[src/hdl/tmq_pkg.sv]
// Package for the typed message queue: codes, control structs, defaults.
// No dependencies; used by the cell, the top level, the checkers and the testbench.
package tmq_pkg;

  localparam int DEPTH_DEF       = 16;
  localparam int HANDLE_BITS_DEF = 16;

  localparam logic [4:0]  COUNT_LIMIT_RST = 5'd16;
  localparam logic [19:0] BYTE_LIMIT_RST  = 20'd16384;
  localparam logic [15:0] MAX_MSG_RST     = 16'd8192;

  typedef enum logic [1:0] {
    REQ_SEND  = 2'd0,
    REQ_RECV  = 2'd1,
    REQ_FLUSH = 2'd2
  } req_code_t;

  typedef enum logic [2:0] {
    ST_OK      = 3'd0,
    ST_INVALID = 3'd1,
    ST_FULL    = 3'd2,
    ST_NOMSG   = 3'd3,
    ST_TOOBIG  = 3'd4
  } status_t;

  typedef enum logic [1:0] {
    REG_COUNT_LIMIT = 2'd0,
    REG_BYTE_LIMIT  = 2'd1,
    REG_MAX_MSG     = 2'd2
  } reg_index_t;

  // Receive selector kinds
  typedef enum logic [1:0] {
    SEL_OLDEST = 2'd0,
    SEL_EXACT  = 2'd1,
    SEL_BELOW  = 2'd2
  } sel_mode_t;

  // Per-cell update command
  typedef struct packed {
    logic clear;
    logic load;
    logic shift;
  } cell_ctl_t;

endpackage

[src/hdl/tmq_if.sv]
// Valid/ready channel interfaces for request and response words.
// Depends on nothing; field widths are fixed by the queue's word format.
interface tmq_req_if;
  logic               valid;
  logic               ready;
  logic [1:0]         req_type;
  logic signed [31:0] type_value;
  logic [15:0]        length;
  logic [15:0]        payload_handle;
  logic               no_error;

  modport source (output valid, req_type, type_value, length, payload_handle, no_error,
                  input ready);
  modport sink (input valid, req_type, type_value, length, payload_handle, no_error,
                output ready);
endinterface

interface tmq_rsp_if;
  logic        valid;
  logic        ready;
  logic [2:0]  status;
  logic [30:0] out_type;
  logic [15:0] out_handle;
  logic [15:0] out_length;
  logic [4:0]  count_now;
  logic [19:0] bytes_now;

  modport source (output valid, status, out_type, out_handle, out_length, count_now,
                  bytes_now, input ready);
  modport sink (input valid, status, out_type, out_handle, out_length, count_now,
                bytes_now, output ready);
endinterface

[src/hdl/tmq_cell.sv]
// One queue slot: holds a descriptor, shifts from its younger neighbor and
// forwards a registered search token. Depends on tmq_pkg.
module tmq_cell #(
  parameter int IDX         = 0,
  parameter int DEPTH       = 16,
  parameter int HANDLE_BITS = 16,
  localparam int IW         = $clog2(DEPTH)
) (
  input  logic                   clk,
  input  logic                   rst,
  input  tmq_pkg::cell_ctl_t     ctl,
  input  tmq_pkg::sel_mode_t     mode,
  input  logic [31:0]            sel_key,
  input  logic [30:0]            new_type,
  input  logic [15:0]            new_len,
  input  logic [HANDLE_BITS-1:0] new_handle,
  input  logic [30:0]            nxt_type,
  input  logic [15:0]            nxt_len,
  input  logic [HANDLE_BITS-1:0] nxt_handle,
  input  logic                   nxt_valid,
  input  logic                   tin_found,
  input  logic [IW-1:0]          tin_idx,
  input  logic [30:0]            tin_type,
  input  logic [15:0]            tin_len,
  input  logic [HANDLE_BITS-1:0] tin_handle,
  output logic [30:0]            ent_type,
  output logic [15:0]            ent_len,
  output logic [HANDLE_BITS-1:0] ent_handle,
  output logic                   ent_valid,
  output logic                   tout_found,
  output logic [IW-1:0]          tout_idx,
  output logic [30:0]            tout_type,
  output logic [15:0]            tout_len,
  output logic [HANDLE_BITS-1:0] tout_handle
);
  import tmq_pkg::*;

  logic hit;

  // Valid bit: clear on flush, set on load, take neighbor's on shift
  always_ff @(posedge clk) begin
    if (rst) begin
      ent_valid <= 1'b0;
    end else if (ctl.clear) begin
      ent_valid <= 1'b0;
    end else if (ctl.load) begin
      ent_valid <= 1'b1;
    end else if (ctl.shift) begin
      ent_valid <= nxt_valid;
    end
  end

  // Descriptor payload
  always_ff @(posedge clk) begin
    if (ctl.load) begin
      ent_type   <= new_type;
      ent_len    <= new_len;
      ent_handle <= new_handle;
    end else if (ctl.shift) begin
      ent_type   <= nxt_type;
      ent_len    <= nxt_len;
      ent_handle <= nxt_handle;
    end
  end

  // Decide whether this slot beats the token coming from older slots
  always_comb begin
    case (mode)
      SEL_OLDEST: hit = ent_valid && !tin_found;
      SEL_EXACT:  hit = ent_valid && !tin_found && ({1'b0, ent_type} == sel_key);
      SEL_BELOW:  hit = ent_valid && ({1'b0, ent_type} <= sel_key) &&
                        (!tin_found || (ent_type < tin_type));
      default:    hit = 1'b0;
    endcase
  end

  // Pass the token on, one cell per cycle
  always_ff @(posedge clk) begin
    if (rst) begin
      tout_found <= 1'b0;
    end else begin
      tout_found <= tin_found || hit;
    end
  end

  always_ff @(posedge clk) begin
    if (hit) begin
      tout_idx    <= IW'(IDX);
      tout_type   <= ent_type;
      tout_len    <= ent_len;
      tout_handle <= ent_handle;
    end else begin
      tout_idx    <= tin_idx;
      tout_type   <= tin_type;
      tout_len    <= tin_len;
      tout_handle <= tin_handle;
    end
  end

endmodule

[src/hdl/typed_message_queue.sv]
// Typed message queue top level: request/response channels, APB registers,
// sequencer and the row of tmq_cell slots. Depends on tmq_pkg and tmq_if.
//
// Usage:
//   req carries one request word: send (append a descriptor), receive
//   (remove one chosen by a signed type selector) or flush. rsp returns
//   exactly one word per request with status and occupancy after it.
//   Registers count_limit (0x0), byte_limit (0x4) and max_message_bytes
//   (0x8): user writes them over APB while the queue is idle; not enforced.
// Timing:
//   One request at a time. Send and flush go from accept to S_EXEC; a receive
//   first passes S_SCAN while the search token walks the DEPTH cells one cell
//   per clock, then S_EXEC commits once the response register is free.
//   req.ready returns in the same cycle the response word appears.
// Reset:
//   rst empties the queue, restores register defaults (16, 16384, 8192).
// Stall:
//   The response sits in an output register; while rsp.ready is low the
//   next request is still accepted and searched, and waits to commit until
//   the response register frees.
module typed_message_queue #(
  parameter int DEPTH       = tmq_pkg::DEPTH_DEF,
  parameter int HANDLE_BITS = tmq_pkg::HANDLE_BITS_DEF
) (
  input  logic        clk,
  input  logic        rst,
  tmq_req_if.sink     req,
  tmq_rsp_if.source   rsp,
  input  logic        psel,
  input  logic        penable,
  input  logic        pwrite,
  input  logic [3:0]  paddr,
  input  logic [31:0] pwdata,
  output logic [31:0] prdata,
  output logic        pready
);
  import tmq_pkg::*;

  localparam int IW = $clog2(DEPTH);
  localparam int CW = $clog2(DEPTH + 1);

  typedef enum logic [2:0] {
    S_IDLE = 3'b001,
    S_SCAN = 3'b010,
    S_EXEC = 3'b100
  } state_t;

  state_t state, state_next;

  logic [4:0]  count_limit;
  logic [19:0] byte_limit;
  logic [15:0] max_message_bytes;

  logic [1:0]         r_req;
  logic signed [31:0] r_type;
  logic [15:0]        r_len;
  logic [15:0]        r_handle;
  logic               r_noerr;

  logic [CW-1:0] held_count, held_count_next;
  logic [19:0]   held_bytes, held_bytes_next;
  logic [CW-1:0] scan_cnt;

  logic               go;
  logic               send_ok, recv_ok;
  logic [6:0]         lim;
  logic [20:0]        bytes_sum;
  sel_mode_t          mode;
  logic [31:0]        sel_key;
  status_t            st_n;
  logic [30:0]        otype_n;
  logic [15:0]        ohandle_n, olen_n;

  logic [30:0]            ent_type   [DEPTH];
  logic [15:0]            ent_len    [DEPTH];
  logic [HANDLE_BITS-1:0] ent_handle [DEPTH];
  logic                   ent_valid  [DEPTH];
  logic                   tok_found  [DEPTH+1];
  logic [IW-1:0]          tok_idx    [DEPTH+1];
  logic [30:0]            tok_type   [DEPTH+1];
  logic [15:0]            tok_len    [DEPTH+1];
  logic [HANDLE_BITS-1:0] tok_handle [DEPTH+1];
  cell_ctl_t              ctl        [DEPTH];

  // APB register file
  assign pready = 1'b1;

  always_ff @(posedge clk) begin
    if (rst) begin
      count_limit       <= COUNT_LIMIT_RST;
      byte_limit        <= BYTE_LIMIT_RST;
      max_message_bytes <= MAX_MSG_RST;
    end else if (psel && penable && pwrite) begin
      case (paddr[3:2])
        REG_COUNT_LIMIT: count_limit       <= pwdata[4:0];
        REG_BYTE_LIMIT:  byte_limit        <= pwdata[19:0];
        REG_MAX_MSG:     max_message_bytes <= pwdata[15:0];
        default: ;
      endcase
    end
  end

  always_comb begin
    case (paddr[3:2])
      REG_COUNT_LIMIT: prdata = {27'd0, count_limit};
      REG_BYTE_LIMIT:  prdata = {12'd0, byte_limit};
      REG_MAX_MSG:     prdata = {16'd0, max_message_bytes};
      default:         prdata = 32'd0;
    endcase
  end

  // Capture the request word
  assign req.ready = (state == S_IDLE);

  always_ff @(posedge clk) begin
    if (req.valid && req.ready) begin
      r_req    <= req.req_type;
      r_type   <= req.type_value;
      r_len    <= req.length;
      r_handle <= req.payload_handle;
      r_noerr  <= req.no_error;
    end
  end

  // Selector decode
  always_comb begin
    if (r_type == 32'sd0) begin
      mode    = SEL_OLDEST;
      sel_key = 32'd0;
    end else if (r_type > 32'sd0) begin
      mode    = SEL_EXACT;
      sel_key = r_type;
    end else begin
      mode    = SEL_BELOW;
      sel_key = 32'd0 - r_type;
    end
  end

  // Sequencer
  assign go = (state == S_EXEC) && (!rsp.valid || rsp.ready);

  always_ff @(posedge clk) begin
    if (rst) begin
      state    <= S_IDLE;
      scan_cnt <= '0;
    end else begin
      state <= state_next;
      if (state == S_SCAN) begin
        scan_cnt <= scan_cnt + 1'b1;
      end else begin
        scan_cnt <= '0;
      end
    end
  end

  always_comb begin
    state_next = state;
    case (state)
      S_IDLE: begin
        if (req.valid) begin
          state_next = (req.req_type == REQ_RECV) ? S_SCAN : S_EXEC;
        end
      end
      S_SCAN: begin
        if (scan_cnt == CW'(DEPTH - 1)) begin
          state_next = S_EXEC;
        end
      end
      S_EXEC: begin
        if (go) begin
          state_next = S_IDLE;
        end
      end
      default: state_next = S_IDLE;
    endcase
  end

  // Request outcome
  assign lim       = (7'(count_limit) < 7'(DEPTH)) ? 7'(count_limit) : 7'(DEPTH);
  assign bytes_sum = {1'b0, held_bytes} + 21'(r_len);

  always_comb begin
    st_n            = ST_OK;
    otype_n         = '0;
    ohandle_n       = '0;
    olen_n          = '0;
    send_ok         = 1'b0;
    recv_ok         = 1'b0;
    held_count_next = held_count;
    held_bytes_next = held_bytes;
    case (r_req)
      REQ_SEND: begin
        if (r_type < 32'sd1 || r_len > max_message_bytes) begin
          st_n = ST_INVALID;
        end else if (7'(held_count) >= lim || bytes_sum > 21'(byte_limit)) begin
          st_n = ST_FULL;
        end else begin
          send_ok         = 1'b1;
          held_count_next = held_count + 1'b1;
          held_bytes_next = bytes_sum[19:0];
        end
      end
      REQ_RECV: begin
        if (!tok_found[DEPTH]) begin
          st_n = ST_NOMSG;
        end else if (tok_len[DEPTH] > r_len && !r_noerr) begin
          st_n = ST_TOOBIG;
        end else begin
          recv_ok         = 1'b1;
          otype_n         = tok_type[DEPTH];
          ohandle_n       = 16'(tok_handle[DEPTH]);
          olen_n          = (tok_len[DEPTH] > r_len) ? r_len : tok_len[DEPTH];
          held_count_next = held_count - 1'b1;
          held_bytes_next = held_bytes - 20'(tok_len[DEPTH]);
        end
      end
      REQ_FLUSH: begin
        held_count_next = '0;
        held_bytes_next = '0;
      end
      default: st_n = ST_INVALID;
    endcase
  end

  // Occupancy
  always_ff @(posedge clk) begin
    if (rst) begin
      held_count <= '0;
      held_bytes <= '0;
    end else if (go) begin
      held_count <= held_count_next;
      held_bytes <= held_bytes_next;
    end
  end

  // Response register
  always_ff @(posedge clk) begin
    if (rst) begin
      rsp.valid <= 1'b0;
    end else if (go) begin
      rsp.valid <= 1'b1;
    end else if (rsp.ready) begin
      rsp.valid <= 1'b0;
    end
  end

  always_ff @(posedge clk) begin
    if (go) begin
      rsp.status     <= st_n;
      rsp.out_type   <= otype_n;
      rsp.out_handle <= ohandle_n;
      rsp.out_length <= olen_n;
      rsp.count_now  <= 5'(held_count_next);
      rsp.bytes_now  <= held_bytes_next;
    end
  end

  // Token enters the oldest slot empty
  assign tok_found[0]  = 1'b0;
  assign tok_idx[0]    = '0;
  assign tok_type[0]   = '0;
  assign tok_len[0]    = '0;
  assign tok_handle[0] = '0;

  // Row of slots, oldest at index 0
  for (genvar k = 0; k < DEPTH; k++) begin : g_cell
    logic [30:0]            nt;
    logic [15:0]            nl;
    logic [HANDLE_BITS-1:0] nh;
    logic                   nv;

    if (k == DEPTH - 1) begin : g_last
      assign nt = '0;
      assign nl = '0;
      assign nh = '0;
      assign nv = 1'b0;
    end else begin : g_mid
      assign nt = ent_type[k+1];
      assign nl = ent_len[k+1];
      assign nh = ent_handle[k+1];
      assign nv = ent_valid[k+1];
    end

    assign ctl[k].clear = go && (r_req == REQ_FLUSH);
    assign ctl[k].load  = go && send_ok && (held_count == CW'(k));
    assign ctl[k].shift = go && recv_ok && (IW'(k) >= tok_idx[DEPTH]);

    tmq_cell #(
      .IDX         (k),
      .DEPTH       (DEPTH),
      .HANDLE_BITS (HANDLE_BITS)
    ) u_cell (
      .clk         (clk),
      .rst         (rst),
      .ctl         (ctl[k]),
      .mode        (mode),
      .sel_key     (sel_key),
      .new_type    (r_type[30:0]),
      .new_len     (r_len),
      .new_handle  (HANDLE_BITS'(r_handle)),
      .nxt_type    (nt),
      .nxt_len     (nl),
      .nxt_handle  (nh),
      .nxt_valid   (nv),
      .tin_found   (tok_found[k]),
      .tin_idx     (tok_idx[k]),
      .tin_type    (tok_type[k]),
      .tin_len     (tok_len[k]),
      .tin_handle  (tok_handle[k]),
      .ent_type    (ent_type[k]),
      .ent_len     (ent_len[k]),
      .ent_handle  (ent_handle[k]),
      .ent_valid   (ent_valid[k]),
      .tout_found  (tok_found[k+1]),
      .tout_idx    (tok_idx[k+1]),
      .tout_type   (tok_type[k+1]),
      .tout_len    (tok_len[k+1]),
      .tout_handle (tok_handle[k+1])
    );
  end

endmodule

[src/flat_wrapper.sv]
// flat-port wrapper written by rule: the top's interface ports become plain ports
module typed_message_queue_flat import tmq_pkg::*;
#(
  parameter int DEPTH       = tmq_pkg::DEPTH_DEF,
  parameter int HANDLE_BITS = tmq_pkg::HANDLE_BITS_DEF
)
  (clk, rst, psel, penable, pwrite, paddr, pwdata, prdata, pready, req_valid, req_req_type, req_type_value, req_length, req_payload_handle, req_no_error, req_ready, rsp_valid, rsp_status, rsp_out_type, rsp_out_handle, rsp_out_length, rsp_count_now, rsp_bytes_now, rsp_ready);
  tmq_req_if req_i ();
  tmq_rsp_if rsp_i ();
  input  logic clk;
  input  logic rst;
  input  logic psel;
  input  logic penable;
  input  logic pwrite;
  input  logic [3:0] paddr;
  input  logic [31:0] pwdata;
  output logic [31:0] prdata;
  output logic pready;
  input wire logic [$bits(req_i.valid)-1:0] req_valid;
  input wire logic [$bits(req_i.req_type)-1:0] req_req_type;
  input wire logic [$bits(req_i.type_value)-1:0] req_type_value;
  input wire logic [$bits(req_i.length)-1:0] req_length;
  input wire logic [$bits(req_i.payload_handle)-1:0] req_payload_handle;
  input wire logic [$bits(req_i.no_error)-1:0] req_no_error;
  output wire logic [$bits(req_i.ready)-1:0] req_ready;
  output wire logic [$bits(rsp_i.valid)-1:0] rsp_valid;
  output wire logic [$bits(rsp_i.status)-1:0] rsp_status;
  output wire logic [$bits(rsp_i.out_type)-1:0] rsp_out_type;
  output wire logic [$bits(rsp_i.out_handle)-1:0] rsp_out_handle;
  output wire logic [$bits(rsp_i.out_length)-1:0] rsp_out_length;
  output wire logic [$bits(rsp_i.count_now)-1:0] rsp_count_now;
  output wire logic [$bits(rsp_i.bytes_now)-1:0] rsp_bytes_now;
  input wire logic [$bits(rsp_i.ready)-1:0] rsp_ready;
  assign req_i.valid = req_valid;
  assign req_i.req_type = req_req_type;
  assign req_i.type_value = req_type_value;
  assign req_i.length = req_length;
  assign req_i.payload_handle = req_payload_handle;
  assign req_i.no_error = req_no_error;
  assign req_ready = req_i.ready;
  assign rsp_valid = rsp_i.valid;
  assign rsp_status = rsp_i.status;
  assign rsp_out_type = rsp_i.out_type;
  assign rsp_out_handle = rsp_i.out_handle;
  assign rsp_out_length = rsp_i.out_length;
  assign rsp_count_now = rsp_i.count_now;
  assign rsp_bytes_now = rsp_i.bytes_now;
  assign rsp_i.ready = rsp_ready;
  typed_message_queue #(.DEPTH(DEPTH), .HANDLE_BITS(HANDLE_BITS)) u_core (.clk(clk), .rst(rst), .req(req_i), .rsp(rsp_i), .psel(psel), .penable(penable), .pwrite(pwrite), .paddr(paddr), .pwdata(pwdata), .prdata(prdata), .pready(pready));
endmodule
[config.mk]
export PLATFORM = sky130hd
export DESIGN_NAME = typed_message_queue_flat
export DESIGN_NICKNAME = d
export VERILOG_FILES = /design/src/hdl/tmq_pkg.sv /design/src/hdl/tmq_if.sv /design/src/hdl/tmq_cell.sv /design/src/hdl/typed_message_queue.sv /design/src/flat_wrapper.sv
export SDC_FILE = /design/constraint.sdc
export NUM_CORES = 2
export LEC_CHECK = 0
export BUFFER_PORTS_ARGS = -buffer_cell sky130_fd_sc_hd__clkbuf_2
export CORE_ASPECT_RATIO = 1.75
export CORE_MARGIN = 2
export CORE_UTILIZATION = 45
export DETAILED_ROUTE_END_ITERATION = 16
export GPL_ROUTABILITY_DRIVEN = 0
export GPL_TIMING_DRIVEN = 1
export PLACE_DENSITY = 0.71
export SLEW_MARGIN = 15
export SYNTH_ARGS = -nofsm -noshare
export SYNTH_HDL_FRONTEND = slang
export SYNTH_SLANG_ARGS = --single-unit
[constraint.sdc]
create_clock -name clk -period 8.67 [get_ports clk]
set_input_delay 0.867 -clock clk [delete_from_list [all_inputs] [get_ports clk]]
set_output_delay 0.867 -clock clk [all_outputs]
set_load 0.05 [all_outputs]
==> metrics.yaml <==
place:
  io_buffers: 208
  dpl.hpwl_um: 269200
clocking:
  post_cts_buffers: 0
  root_buffer: "clkbuf_16"
  path_clk_slew_ns: 0.06
  htreeDepth: 4
  cts_resized: 0
  cts.path.max_buffers: 4
  cts_hold_buf: 0
  cts_tree: "done"
  clock_sinks: 2330
  tritoncts.num_buffers: 211
  worstSkewPairLatency_ns: 0.92
floorplan:
  io_pins: 236
  core_region_area_um2: 260000
  die_width_um: 390.0
  initial_utilization_pct: 45.13
  die-area_um2: 265100
  fp-row-count: 248
  die_h_um: 679.6
setup_path:
  critical_path_required_ns: 9.38
  crit_path_end: "u_core.g_cell[4].u_cell.tout_len[11]$_DFF_P_"
  path_max_fanout: 66
  reg2reg_slack_ns: 1.32
  path_cells: "buf_4, or4_4, or3_1, nor2_1, nand2_1, or3_1, o41ai_1, xor2_2, buf_4, ha_1, a21o_1, a211o_1, nor4_1, o211ai_1, o41a_1, or4_4, buf_12, mux2_4"
  r2r_cells: 18
  cpLargestDelayFamily: "simple AND/OR/NAND/NOR gates"
  slowest_delay_ns: 0.77
  path_class: "reg2reg"
  cp-end-kind: "flip-flop"
  crit_path_start: "u_core.r_type[6]$_DFFE_PP_"
  worstSetupStartpointType: "flip-flop"
  slowest_stage: "nor4_1"
  rr_startpoint: "u_core.r_type[6]$_DFFE_PP_"
  arrival_ns: 8.06
  cp_num_cells: 18
  timing.rr.end: "u_core.g_cell[4].u_cell.tout_len[11]$_DFF_P_"
  critPathBufInv: 3
power_and_ir_drop:
  total_leakage_power_nw: 49.97
  combPwrFrac_pct: 7.5
  intPower_mw: 17.58
  power.switching_mw: 5.681
  power_switching_share_pct: 24.42
  ir_worst_vdd_mv: 0.1698
  seqPwrFrac_pct: 49.8
  p_per_area_nw_per_um2: 178.9
  power_mw: 23.26
  p_clk_share_pct: 42.7
route:
  drt_iter0_drc: 7395
  drtPass1Iterations: 10
  routed_wl_um: 378600
  routed_via_density: 6.228
  wl_per_cell_um: 28.24
  vias: 83500
  ant_nets: 0
  drc: 0
grt:
  grt_max_degree: 89
  overflow: 0
  first_global_vias: 86150
  grt_pass1_wl_um: 550000
  antenna_found_initial: 14
  grt_usage_pct: 27.79
outcome:
  status: "complete, no violations"
yosys:
  yosys_warnings: 0
  ys_ff_latch: 2330
  avgSynthCellArea_um2: 12.03
  ys_seq_area_share_pct: 49.69
  ys_async_sr_fraction_pct: 0
  synth.distinct_cells: 86
  netlist_instances: 9757
  syn_area_um2: 117400
  synth_ff_type: "edfxtp_1"
  synth-edff-count: 1166
finish:
  fillCellCount: 22220
  layout_common_cells: "mux2_2, edfxtp_1, dfxtp_1"
  layout.nets: 11000
  final_common_cell: "mux2_2"
  drive_gt1_share_pct: 26.06
  areaGrowthSynthToFinish_pct: 10.83
sta:
  finalCriticalPeriod_ns: 7.347
  skew_ns: 0.09286
  setup_viol: 0
  setup_tns_ns: 0
  slew_viol_final: 0
  fmax_mhz: 136.1
  tightestPinTransition_ns: 1.278
  slew-limit-headroom_pct: 14.81
  fin_crit_sh_pct: 84.74
  final-hold-violation-count: 0
  rsz0062_at_grt: "false"
worst_hold_path:
  hold_class: "in2reg"
  hold_start: "req_type_value[21]"
flow_run:
  drv_cap: 0
-- how the worst min path moves through the flow --
stage	endpoint	slack [ns]	cells past startpoint
after CTS	u_core.r_type[21]$_DFFE_PP_	0.09	1
after global placement	u_core.g_cell[11].u_cell.tout_idx[1]$_SDFF_PP1_	0.39	1
after floorplan	u_core.g_cell[9].u_cell.tout_idx[0]$_SDFF_PP1_	0.38	1
after global routing	u_core.r_type[21]$_DFFE_PP_	0.10	1
after detailed placement	u_core.g_cell[7].u_cell.tout_idx[2]$_SDFF_PP1_	0.39	1
final	u_core.r_type[21]$_DFFE_PP_	0.13	1
-- per-stage QoR --
step	cell area [um2]	util [%]	hold slack (ns)	worst slack (ns)	cells
5_1_grt	130000	50.01	0.1039	1.305	13400
3_3_place_gp	122800	47.24	0.3884	1.694	13010
2_1_floorplan	117400	-	0.3819	1.059	9768
4_1_cts	130000	50.00	0.08712	1.538	13400
3_5_place_dp	122800	47.24	0.3947	1.629	13010
6_report	130100	50.02	0.1333	1.323	13410
-- power by group through the flow --
stage | registers [mW] | clock network (mW) | logic [mW]
finish | 11.6 | 9.93 | 1.76
global route | 11.6 | 10.4 | 1.84
CTS | 11.6 | 10.0 | 1.68
detailed placement | 11.8 | 0 | 1.67
global placement | 11.8 | 0 | 1.60
floorplan | 11.8 | 0 | 0.882
-- kinds of logic after synthesis --
logic type      count (synthesis)  share of synthesized area (%)
xor+xnor                       57                         0.4254
mux                          1808                          17.40
flops                        2330                          49.69
other cells                     2                       0.006399
simple gates                 1623                          7.366
buf+inv                      1239                          4.305
compound gates               1652                          9.638
fa+ha+maj                    1046                          11.16
-- sequential cells by signal (all words and copies together) (netlist names), 20 cells and up --
signal,count
u_core.g_cell.u_cell.ent_type,496
u_core.rsp.out_type,31
u_core.g_cell.u_cell.tout_len,256
u_core.held_bytes,20
u_core.g_cell.u_cell.ent_len,256
u_core.r_type,32
u_core.g_cell.u_cell.ent_handle,256
u_core.g_cell.u_cell.tout_handle,256
u_core.rsp.bytes_now,20
u_core.g_cell.u_cell.tout_idx,49
u_core.g_cell.u_cell.tout_type,496
u_core.byte_limit,20
-- layout make-up --
cell class	instances	area (um2)	area share (%)
clock inverter	97	1120	0.8609
multi-input combinational	6199	54680	42.04
inverter	683	2570	1.976
tap	3375	4223	3.247
clock buffer	291	6067	4.665
sequential	2330	58320	44.84
antenna	9	22.52	0.01732
timing repair buffer	422	3063	2.355
-- routing by layer --
metal	vias to the layer above	wire [um]	GRT usage, %	part of all wire [%]
met2	4084	186000	48.61	49
met4	6	43140	26.33	11
li1	36520	-	-	-
met3	1918	24110	5.079	6.4
met5	-	35	0	0.0092
met1	40970	125300	27.53	33
-- Yosys cell counts, drive strengths merged (67+ instances only) --
| master | number | area, um2 |
|---|---|---|
| a21o | 219 | 1644 |
| nor3 | 195 | 975.9 |
| clkbuf | 364 | 1368 |
| and4 | 94 | 823.3 |
| nor2 | 230 | 863.3 |
| and2 | 71 | 444.2 |
| nand4 | 171 | 1070 |
| o21a | 74 | 555.5 |
| inv | 680 | 2552 |
| a21oi | 327 | 1637 |
| ha | 1044 | 13060 |
| buf | 192 | 1121 |
| a211oi | 101 | 775.7 |
| o211ai | 308 | 2312 |
| nor2b | 131 | 819.5 |
| nand2 | 330 | 1239 |
| edfxtp | 1166 | 35010 |
| mux2 | 1749 | 19830 |
| nand3 | 153 | 765.7 |
| a311oi | 69 | 604.3 |
| o21ai | 259 | 1296 |
| dfxtp | 1164 | 23300 |
| nand2b | 67 | 419.2 |
Note: power is estimated with default switching activity, not from simulation.
